**src/rtl/core/nnis_pkg.sv**
```systemverilog
// ----------------------------------------------------------------------------
// nnis_pkg
// Shared types and codes for the nearest-neighbor image scaler core.
// ----------------------------------------------------------------------------
`default_nettype none

package nnis_pkg;

    localparam int CFG_BITS      = 9;
    localparam int CFG_ADDR_BITS = 2;

    typedef enum logic [CFG_ADDR_BITS-1:0] {
        REG_SRC_WIDTH  = 2'd0,
        REG_SRC_HEIGHT = 2'd1,
        REG_DST_WIDTH  = 2'd2,
        REG_DST_HEIGHT = 2'd3
    } cfg_reg_t;

    localparam logic CMD_LOAD    = 1'b0;
    localparam logic CMD_REQUEST = 1'b1;

    typedef struct packed {
        logic busy;
        logic done;
    } div_status_t;

endpackage

`default_nettype wire

```
**src/rtl/core/nnis_div.sv**
```systemverilog
// ----------------------------------------------------------------------------
// nnis_div
// Restoring divider, one quotient bit per cycle; results hold until restart.
// ----------------------------------------------------------------------------
`default_nettype none

module nnis_div #(
    parameter int DW = 9
) (
    input  wire logic                 aclk,
    input  wire logic                 aresetn,
    input  wire logic                 start,
    input  wire logic [DW-1:0]        dividend,
    input  wire logic [DW-1:0]        divisor,
    output logic      [DW-1:0]        quotient,
    output logic      [DW-1:0]        remainder,
    output nnis_pkg::div_status_t     status
);

    localparam int CW = $clog2(DW + 1);

    logic          active_reg;
    logic          done_reg;
    logic [CW-1:0] cnt_reg;
    logic [DW-1:0] rem_reg;
    logic [DW-1:0] quo_reg;
    logic [DW-1:0] den_reg;

    logic [DW:0]   shifted;
    logic          ge;
    logic [DW:0]   diff;
    logic [DW-1:0] rem_next;
    logic [DW-1:0] quo_next;

    always_comb begin
        shifted  = {rem_reg, quo_reg[DW-1]};
        ge       = shifted >= {1'b0, den_reg};
        diff     = shifted - {1'b0, den_reg};
        rem_next = ge ? diff[DW-1:0] : shifted[DW-1:0];
        quo_next = {quo_reg[DW-2:0], ge};
    end

    always_ff @(posedge aclk) begin
        if (!aresetn) begin
            active_reg <= 1'b0;
            done_reg   <= 1'b0;
            cnt_reg    <= '0;
        end else begin
            done_reg <= 1'b0;
            if (start) begin
                active_reg <= 1'b1;
                cnt_reg    <= CW'(DW);
            end else if (active_reg) begin
                cnt_reg <= cnt_reg - CW'(1);
                if (cnt_reg == CW'(1)) begin
                    active_reg <= 1'b0;
                    done_reg   <= 1'b1;
                end
            end
        end
    end

    always_ff @(posedge aclk) begin
        if (start) begin
            den_reg <= divisor;
            quo_reg <= dividend;
            rem_reg <= '0;
        end else if (active_reg) begin
            rem_reg <= rem_next;
            quo_reg <= quo_next;
        end
    end

    assign quotient    = quo_reg;
    assign remainder   = rem_reg;
    assign status.busy = active_reg;
    assign status.done = done_reg;

endmodule

`default_nettype wire

```
**config.mk**
```make
export PLATFORM = sky130hd
export DESIGN_NAME = nnis_div
export DESIGN_NICKNAME = d
export VERILOG_FILES = /design/src/rtl/core/nnis_pkg.sv /design/src/rtl/core/nnis_div.sv
export SDC_FILE = /design/constraint.sdc
export NUM_CORES = 1
export LEC_CHECK = 0
export BUFFER_PORTS_ARGS = -buffer_cell sky130_fd_sc_hd__buf_2
export CAP_MARGIN = 40
export CELL_PAD_IN_SITES_DETAIL_PLACEMENT = 0
export CELL_PAD_IN_SITES_GLOBAL_PLACEMENT = 1
export CORE_UTILIZATION = 41
export CTS_CLUSTER_DIAMETER = 60
export CTS_CLUSTER_SIZE = 40
export DETAILED_ROUTE_END_ITERATION = 8
export HOLD_SLACK_MARGIN = 0.08
export PLACE_DENSITY_LB_ADDON = 0.05
export SKIP_LAST_GASP = 1
export SYNTH_ARGS = -nofsm -noshare
export SYNTH_HDL_FRONTEND = slang
export SYNTH_SLANG_ARGS = --single-unit
```
**constraint.sdc**
```tcl
create_clock -name aclk -period 3.07 [get_ports aclk]
set_input_delay 0.614 -clock aclk [delete_from_list [all_inputs] [get_ports aclk]]
set_output_delay 0.614 -clock aclk [all_outputs]
set_load 0.02 [all_outputs]
```
==> out/results.tsv, run 1 <==
metric	value	unit
largest family of logic cells by synthesized area	compound AO/OA/AOI/OAI gates	
startpoint types	flop	
DRT Pass-1 Iters	4	
CTS Hold Bufs	0	
worst slew pin tran	0.660	ns
share of cells above drive strength 1	0.288	
Remaining Overflow, GRT	0	
placed instance count	254	
die height	68.4	um
post-CTS setup buffer count	0	
Syn Nets	204	
adder-cell area share of the yosys netlist	0.0873	
Final setup viols	0	
largest area contributor in the netlist	edfxtp_1	
clock latency on the worst-skew pair	0.28	ns
Die ar.	4680	um^2
period utilisation layout	0.846	
synthesis-to-finish area growth	17.1	%
CTS Sinks	33	
post-synthesis sequential area ratio	0.465	
setup TNS	0	ns
Clock Skew	0.00791	ns
Fmax achieved	0.385	GHz
Pins Over Slew Limit	0	
CTS Root Cell	clkbuf_8	
endpoints failing hold	0	
CTS Buf Count	5	
Synth cell types	40	
Max-cap violations	0	
final non-filler cell total	262	
core area	4120	um^2
Compound-Gate Fraction of Synth Area	0.136	
Critical Path RT	3.20	ns
worst rel slew slack	0.560	
PostCTS Resize Cnt	0	
top post-synthesis cells by area	edfxtp_1, dfxtp_1, ha_1, mux2i_1, mux2_2	
initial antenna violation count	0	
IO Port Bufs	40	
Mapped Area	1810	um^2
first-pass GRT wire length	5.63	mm
Placer Congestion	0.791	
Max VDD drop	278	uV
Final #Nets	244	
DRT Wirelength	3.56	mm
HPWL Detailed	2.57	mm
status	finished clean	
Crit Path Max Fanout	14	
RSZ-0062 raised after global routing	false	
CP Class	flop to flop	
xor and xnor area share after synthesis	0.0339	
Die X-Extent	68.4	um
CTS tree	yes	
Clock Pin Slew Worst Setup and Hold Paths	0.07	ns
largest net degree at the start of global routing	33	
ANT cells	0	
Post-DRT Antenna Nets	0	
total power	1160	uW
Avg WL per Cell	13.6	um
Mean Syn Cell Area	10.6	um^2
site row count	23	
Gate Count Post-Synth	171	
vias per cell	5.15	
global-route total usage across every layer	0.167	
multiplexer area fraction after synthesis	0.0997	
H-Tree Depth	2	
Synth Area in Simple Gates	0.123	
Core Util, Final	0.514	
Initial Util	0.439	
IO Pins	41	
CP endpoint kind	flop	
via count	1348	
Initial DRC Count	70	
Static Leak	0.000951	uW
drc violations	0	
worst min-delay path category	input port to flop	
Yosys top cell area share	0.299	
number of global-route vias before repair	1235	
Longest Clk Path Bufs	2	
Period minus WS final	2.60	ns
Worst Path Arrival	2.73	ns
Synth Warn #	0	
Seq cells post-synth	33	
PwrDens	550	nW/um^2
worst paths after layout:
path	slack, ns	endpoint	startpoint	cells after the start
setup reg to reg	0.47	remainder[3]$_SDFFE_PP0P_	quotient[8]$_DFFE_PP_	9
hold reg to reg	0.51	remainder[2]$_SDFFE_PP0P_	remainder[2]$_SDFFE_PP0P_	2
hold / removal	0.51	den_reg[0]$_DFFE_PP_	divisor[0]	1
setup / recovery	0.47	remainder[3]$_SDFFE_PP0P_	quotient[8]$_DFFE_PP_	9
area by class of cell:
| cell class | count | area, um^2 |
|---|---|---|
| clock inverter | 1 | 5.00 |
| clock buffer | 7 | 76.3 |
| fill | 383 | 2000 |
| inverter | 15 | 56.3 |
| multi-input combinational | 115 | 867 |
| timing repair buffer | 41 | 208 |
| tap | 50 | 62.6 |
| sequential | 33 | 841 |
report_power, final:
part / switching [uW] / internal, uW / total (uW)
sequential: 26.8 / 511 / 538
combinational: 183 / 136 / 319
clock: 147 / 159 / 306
total: 358 / 806 / 1160
kinds of logic (layout without fill, tap and decap cells):
family	count (synthesis)	in the layout
xor gates and xnor gates	7	7
AOI/OAI and AO/OA	34	34
and+or+nand+nor	45	45
DFF	33	33
adders and majority gates	12	12
muxes	17	17
buffers and inverters	23	64
cells in the mapped netlist, drive strengths merged:
cell type	number
edfxtp	18
nor2	17
dfxtp	15
inv	15
ha	11
a211oi	9
mux2i	9
nand2	9
mux2	8
a21oi	7
xor2	6
buf	5
a311oi	3
clkbuf	3
nand3b	3
o211ai	3
o21a	3
o21ai	3
or2	3
a21o	2
nand3	2
or3	2
a31o	1
and2	1
and2b	1
and3	1
fa	1
nand2b	1
nand4b	1
nor2b	1
nor3	1
nor4	1
nor4b	1
o2111ai	1
o211a	1
o21bai	1
xnor2	1
through the flow:
stage | area (um^2) | hold slack [ns] | setup slack, ns
after CTS | 2120 | 0.495 | 0.437
after global placement | 2030 | 0.481 | 0.554
after floorplan | 1810 | 0.468 | 0.585
after global routing | 2120 | 0.495 | 0.113
final | 2120 | 0.506 | 0.473
after detailed placement | 2030 | 0.500 | 0.454
metal layers:
metal	GRT usage	share of wire
met5	0	0
met4	0.0729	0.015
met3	0.0550	0.054
met2	0.240	0.46
met1	0.224	0.47
critical path: stages (launching register included):
cell and delay (ns):
edfxtp_1 0.41, inv_1 0.08, ha_1 0.15, inv_1 0.05
fa_1 0.40, a211oi_1 0.40, o21a_1 0.25, o211a_2 0.39
mux2i_1 0.23, a211oi_1 0.09
placed cells by master (no fill, tap or decap), types with 3 or more instances in the layout:
master / instances
a21oi_1: 7
xor2_1: 6
a211oi_1: 9
o21ai_0: 3
buf_2: 40
mux2i_1: 9
edfxtp_1: 18
nand3b_1: 3
mux2_2: 8
ha_1: 11
nand2_1: 9
o21a_1: 3
dfxtp_1: 15
inv_1: 15
o211ai_1: 3
clkbuf_8: 5
nor2_1: 17
or2_2: 3
Note: power is estimated with default switching activity, not from simulation.
==> inputs of run 2 (changes only) <==
--- a/config.mk
+++ b/config.mk
@@ -5,11 +5,12 @@
 export SDC_FILE = /design/constraint.sdc
 export NUM_CORES = 1
 export LEC_CHECK = 0
+export ABC_AREA = 1
 export BUFFER_PORTS_ARGS = -buffer_cell sky130_fd_sc_hd__buf_2
 export CAP_MARGIN = 40
 export CELL_PAD_IN_SITES_DETAIL_PLACEMENT = 0
 export CELL_PAD_IN_SITES_GLOBAL_PLACEMENT = 1
-export CORE_UTILIZATION = 41
+export CORE_UTILIZATION = 36
 export CTS_CLUSTER_DIAMETER = 60
 export CTS_CLUSTER_SIZE = 40
 export DETAILED_ROUTE_END_ITERATION = 8
==> constraint.sdc (replaced) <==
create_clock -name aclk -period 2.1 [get_ports aclk]
set_input_delay 0.42 -clock aclk [delete_from_list [all_inputs] [get_ports aclk]]
set_output_delay 0.42 -clock aclk [all_outputs]
set_load 0.02 [all_outputs]
==> run 2 against run 1 <==
Fmax increased by 35%. Synthesized cell count rose by 47%. Non-clock buffer count rose by 4. Hold slack worse by 0.19 ns. Largest cell class unchanged. Worst setup slack got worse by 0.30 ns. Die area increased by 23%. Clock power up 51%. Register-to-register slack worse by 0.30 ns. Clock skew decreased by 0.0010 ns.
==> out/results.tsv, run 2 <==
metric	value	unit
startpoint types	flop	
site row count	26	
worst rel slew slack	0.699	
post-synthesis sequential area ratio	0.429	
CTS tree	yes	
largest area contributor in the netlist	edfxtp_1	
Mapped Area	1960	um^2
Final setup viols	0	
drc violations	0	
DRT Pass-1 Iters	4	
first-pass GRT wire length	6.87	mm
Crit-path slowest cell	edfxtp_1	
CTS Sinks	33	
Mean Syn Cell Area	7.80	um^2
worst path cell trace	inv_1, ha_1, inv_1, fa_2, nand4_1, nand2_1, nand2_4, buf_4, nand3_2, nand3_1, nand2_1	
Synth cell types	27	
RSZ-0062 raised after global routing	false	
die height	75.8	um
Period minus WS final	1.92	ns
via count	1599	
Syn Nets	284	
Async SR Flop Fraction	0	
setup TNS	0	ns
share of cells above drive strength 1	0.236	
Avg WL per Cell	11.3	um
Critical Path RT	2.28	ns
CTS Hold Bufs	0	
endpoints failing hold	0	
Placer Congestion	0.726	
IO Pins	41	
Post-Layout Inst Area	2310	um^2
Static Leak	0.00129	uW
Yosys top cell area share	0.276	
Worst Path Arrival	2.11	ns
Initial DRC Count	65	
post-place setup slack	0.0965	ns
most frequent cells after synthesis	nand2_1, inv_1, nand3_1	
CP endpoint kind	flop	
ANT cells	0	
Seq cells post-synth	33	
Synth Warn #	0	
CTS Root Cell	clkbuf_8	
PwrDens	647	nW/um^2
dpl cell area	2230	um^2
worst min-delay path category	input port to flop	
number of global-route vias before repair	1518	
initial antenna violation count	0	
Post-DRT Antenna Nets	0	
Max VDD drop	394	uV
status	finished clean	
largest net degree at the start of global routing	16	
Core Util, Final	0.448	
Initial Util	0.379	
period utilisation layout	0.916	
clock latency on the worst-skew pair	0.28	ns
critical path's largest stage delay	0.38	ns
HPWL Detailed	3.22	mm
top post-synthesis cells by area	edfxtp_1, nand2_1, dfxtp_1, inv_1, ha_1	
vias per cell	4.37	
Clock Pin Slew Worst Setup and Hold Paths	0.07	ns
Fmax achieved	0.520	GHz
core area	5170	um^2
Die ar.	5740	um^2
Final #Nets	328	
Max-cap violations	0	
Remaining Overflow, GRT	0	
EDFF count, synth	18	
Top FF cell, synth	edfxtp_1	
most common cell after layout, fill and taps aside	nand2_1	
CP Class	flop to flop	
global-route total usage across every layer	0.162	
most frequent cells in the layout	nand2_1, inv_1, buf_2, nand3_1, edfxtp_1	
setup ws final	0.177	ns
IO Port Bufs	40	
top-count cell post-synth	nand2_1	
H-Tree Depth	2	
synthesis-to-finish area growth	18.2	%
Longest Clk Path Bufs	2	
DRT Wirelength	4.15	mm
post-CTS setup buffer count	0	
Clock Skew	0.00687	ns
worst slew pin tran	0.450	ns
CTS Buf Count	5	
Pins Over Slew Limit	0	
total power	1500	uW
Crit Path Max Fanout	6	
Gate Count Post-Synth	251	
Die X-Extent	75.8	um
[run 2: path summary, 6_finish.rpt]
path / startpoint / slack [ns] / to / cells after the start
setup / recovery: quotient[8]$_DFFE_PP_ / 0.18 / remainder[7]$_SDFFE_PP0P_ / 11
hold / removal: divisor[8] / 0.31 / den_reg[8]$_DFFE_PP_ / 1
setup reg to reg: quotient[8]$_DFFE_PP_ / 0.18 / remainder[7]$_SDFFE_PP0P_ / 11
hold reg to reg: cnt_reg[1]$_SDFFE_PP0P_ / 0.50 / cnt_reg[1]$_SDFFE_PP0P_ / 2
[run 2: logic make-up (layout without fill, tap and decap cells)]
| logic type | after synthesis | after routing | synth area share |
|---|---|---|---|
| buf+inv | 51 | 96 | 0.112 |
| xor+xnor | 3 | 3 | 0.0134 |
| simple gates | 140 | 140 | 0.328 |
| flops | 33 | 33 | 0.429 |
| fa+ha+maj | 12 | 12 | 0.0805 |
| compound gates | 12 | 12 | 0.0371 |
[run 2: per-stage QoR]
stage	instances	hold WS, ns
floorplan	251	0.475
global placement	358	0.485
detailed placement	358	0.487
CTS	366	0.304
global route	366	0.300
finish	366	0.312
[run 2: final cells by class]
| cell class | instances | area, um^2 |
|---|---|---|
| Multi-Input combinational cell | 167 | 906 |
| Inverter | 43 | 163 |
| Tap cell | 70 | 87.6 |
| Fill cell | 552 | 2860 |
| Sequential cell | 33 | 841 |
| Timing Repair Buffer | 45 | 238 |
| Clock buffer | 8 | 80.1 |
[run 2: metal layers]
| metal | vias up | GRT usage | wire [um] |
|---|---|---|---|
| li1 | 872 | - | - |
| met1 | 693 | 0.215 | 2130 |
| met2 | 26 | 0.262 | 1820 |
| met3 | 8 | 0.0344 | 126 |
| met4 | 0 | 0.0576 | 72 |
| met5 | - | 0 | 0 |
[run 2: where the power goes]
| part | switching, uW | leakage, uW | internal (uW) |
|---|---|---|---|
| clock | 225 | 0.0000395 | 236 |
| combinational | 176 | 0.000948 | 106 |
| sequential | 24.9 | 0.000302 | 731 |
[run 2: critical path, delay by kind of cell (launching register included)]
kind	cells	cell delay, ns
simple gates	6	0.58
buf+inv	3	0.36
flops	1	0.38
fa+ha+maj	2	0.52
[run 2: timing repair]
| action | CTS | global route |
|---|---|---|
| setup endpoints to repair | 0 | 9 |
| hold endpoints to repair | 0 | 0 |
| resized for setup | 0 | 2 |
==> inputs of run 3 (changes only) <==
--- a/config.mk
+++ b/config.mk
@@ -10,6 +10,7 @@
 export CAP_MARGIN = 40
 export CELL_PAD_IN_SITES_DETAIL_PLACEMENT = 0
 export CELL_PAD_IN_SITES_GLOBAL_PLACEMENT = 1
+export CORE_MARGIN = 2
 export CORE_UTILIZATION = 36
 export CTS_CLUSTER_DIAMETER = 60
 export CTS_CLUSTER_SIZE = 40
==> run 3 against run 2 <==
Register-to-register slack improved by 0.04 ns. Sequential share of layout area decreased by 0.43 points. Largest cell class unchanged. Highest routed layer unchanged. Core utilization up 0.53 points. Non-clock buffer count is 3 higher. Fmax up 2.1%. Combinational power grew 1%. Die area is 5.4% higher. Clock skew is 0.0026 ns lower. Critical endpoint unchanged. Clock power is 1% lower. Via count is essentially flat. Global-route usage decreased by 0.62 points.
==> out/results.tsv, run 3 (synthesis results as in run 2) <==
metric	value	unit
Static Leak	0.00130	uW
worst setup path start	quotient[8]$_DFFE_PP_	
Initial Util	0.379	
worst min-delay path category	input port to flop	
Max VDD drop	376	uV
reg2reg path depth	11	
worst slew pin tran	0.394	ns
Clock Skew	0.00428	ns
Longest Clk Path Bufs	2	
die height	77.8	um
period utilisation layout	0.897	
Initial DRC Count	43	
global-route total usage across every layer	0.156	
DRT met1 WL	2.07	mm
CTS tree	yes	
H-Tree Depth	2	
CTS Sinks	33	
number of global-route vias before repair	1575	
Worst Path Arrival	2.06	ns
ANT cells	0	
status	finished clean	
FF+latch area	841	um^2
site row count	26	
Die ar.	6050	um^2
Pins Over Slew Limit	0	
most frequent cells in the layout	nand2_1, inv_1, buf_2, nand3_1, edfxtp_1	
CTS Buf Count	5	
highest metal used	met4	
clock latency on the worst-skew pair	0.28	ns
share of cells above drive strength 1	0.244	
CP Class	flop to flop	
PwrDens	639	nW/um^2
Avg WL per Cell	11.4	um
DRT Pass-1 Iters	4	
fillers	537	
Max-cap violations	0	
IO Port Bufs	40	
reg2reg start	quotient[8]$_DFFE_PP_	
Final #Nets	331	
CTS Hold Bufs	0	
drc violations	0	
CTS Root Cell	clkbuf_8	
worst rel slew slack	0.737	
Critical Path RT	2.28	ns
startpoint types	flop	
Multi-input gate area	911	um^2
reg2reg end	remainder[7]$_SDFFE_PP0P_	
RSZ-0062 raised after global routing	false	
Remaining Overflow, GRT	0	
Period minus WS final	1.88	ns
synthesis-to-finish area growth	19.6	%
Crit Path Max Fanout	7	
initial antenna violation count	0	
IO Pins	41	
setup TNS	0	ns
Final setup viols	0	
most common cell after layout, fill and taps aside	nand2_1	
endpoints failing hold	0	
CP endpoint kind	flop	
first-pass GRT wire length	7.43	mm
met2 wire len	1.92	mm
WL met3	133	um
vias per cell	4.33	
flop-to-flop setup slack	0.22	ns
HPWL Detailed	3.35	mm
DRT Wirelength	4.20	mm
Die X-Extent	77.8	um
Fmax achieved	0.531	GHz
Post-DRT Antenna Nets	0	
hold_ws	0.310	ns
crit path capture	remainder[7]$_SDFFE_PP0P_	
Placer Congestion	0.765	
largest net degree at the start of global routing	12	
via count	1598	
core area	5170	um^2
Clock Pin Slew Worst Setup and Hold Paths	0.07	ns
## run 3: per-stage QoR
stage	power [uW]	area (um^2)	utilization	instances	setup WS [ns]
3_5_place_dp	1050	2250	0.435	361	0.156
3_3_place_gp	1060	2250	0.435	361	0.192
6_report	1500	2340	0.453	369	0.216
2_1_floorplan	964	1960	-	251	0.143
4_1_cts	1520	2330	0.450	369	0.137
5_1_grt	1590	2340	0.453	369	0.0531
## run 3: power breakdown
group | leakage, uW | internal (uW) | switching, uW
clock | 0.0000395 | 235 | 220
combinational | 0.000962 | 108 | 178
sequential | 0.000302 | 731 | 24.4
total | 0.00130 | 1070 | 422
## run 3: how the worst min path moves through the flow
| stage | start | end | cells past startpoint |
|---|---|---|---|
| global placement | remainder[7]$_SDFFE_PP0P_ | remainder[7]$_SDFFE_PP0P_ | 2 |
| global route | divisor[6] | den_reg[6]$_DFFE_PP_ | 1 |
| finish | divisor[6] | den_reg[6]$_DFFE_PP_ | 1 |
| floorplan | cnt_reg[1]$_SDFFE_PP0P_ | cnt_reg[1]$_SDFFE_PP0P_ | 2 |
| CTS | divisor[1] | den_reg[1]$_DFFE_PP_ | 1 |
| detailed placement | remainder[6]$_SDFFE_PP0P_ | remainder[6]$_SDFFE_PP0P_ | 2 |
## run 3: routing by layer
| layer | global-route usage | up-vias |
|---|---|---|
| li1 | - | 881 |
| met1 | 0.203 | 684 |
| met2 | 0.253 | 27 |
| met3 | 0.0302 | 6 |
| met4 | 0.0643 | 0 |
| met5 | 0 | - |
## run 3: critical path, stage by stage (launching register included)
cell and delay, ns:
edfxtp_1 0.38, inv_1 0.10, ha_1 0.14, inv_1 0.07
fa_2 0.37, nand4_1 0.12, nand2_1 0.11, nand2_4 0.14
buf_4 0.15, nand3_2 0.05, nand3_1 0.08, nand2_1 0.05
## run 3: what timing repair did
| item | 4_1_cts | 5_1_grt |
|---|---|---|
| setup endpoints to repair | 0 | 9 |
| gates resized for setup | 0 | 3 |
| buffers inserted | 0 | 0 |
| hold endpoints to repair | 0 | 0 |
## run 3: layout make-up
class,instances,area share
well taps,70,0.0374
flip-flops and latches,33,0.359
multi-input cells,167,0.389
inverters,43,0.0694
repair buffers,48,0.111
clock buffers,8,0.0342
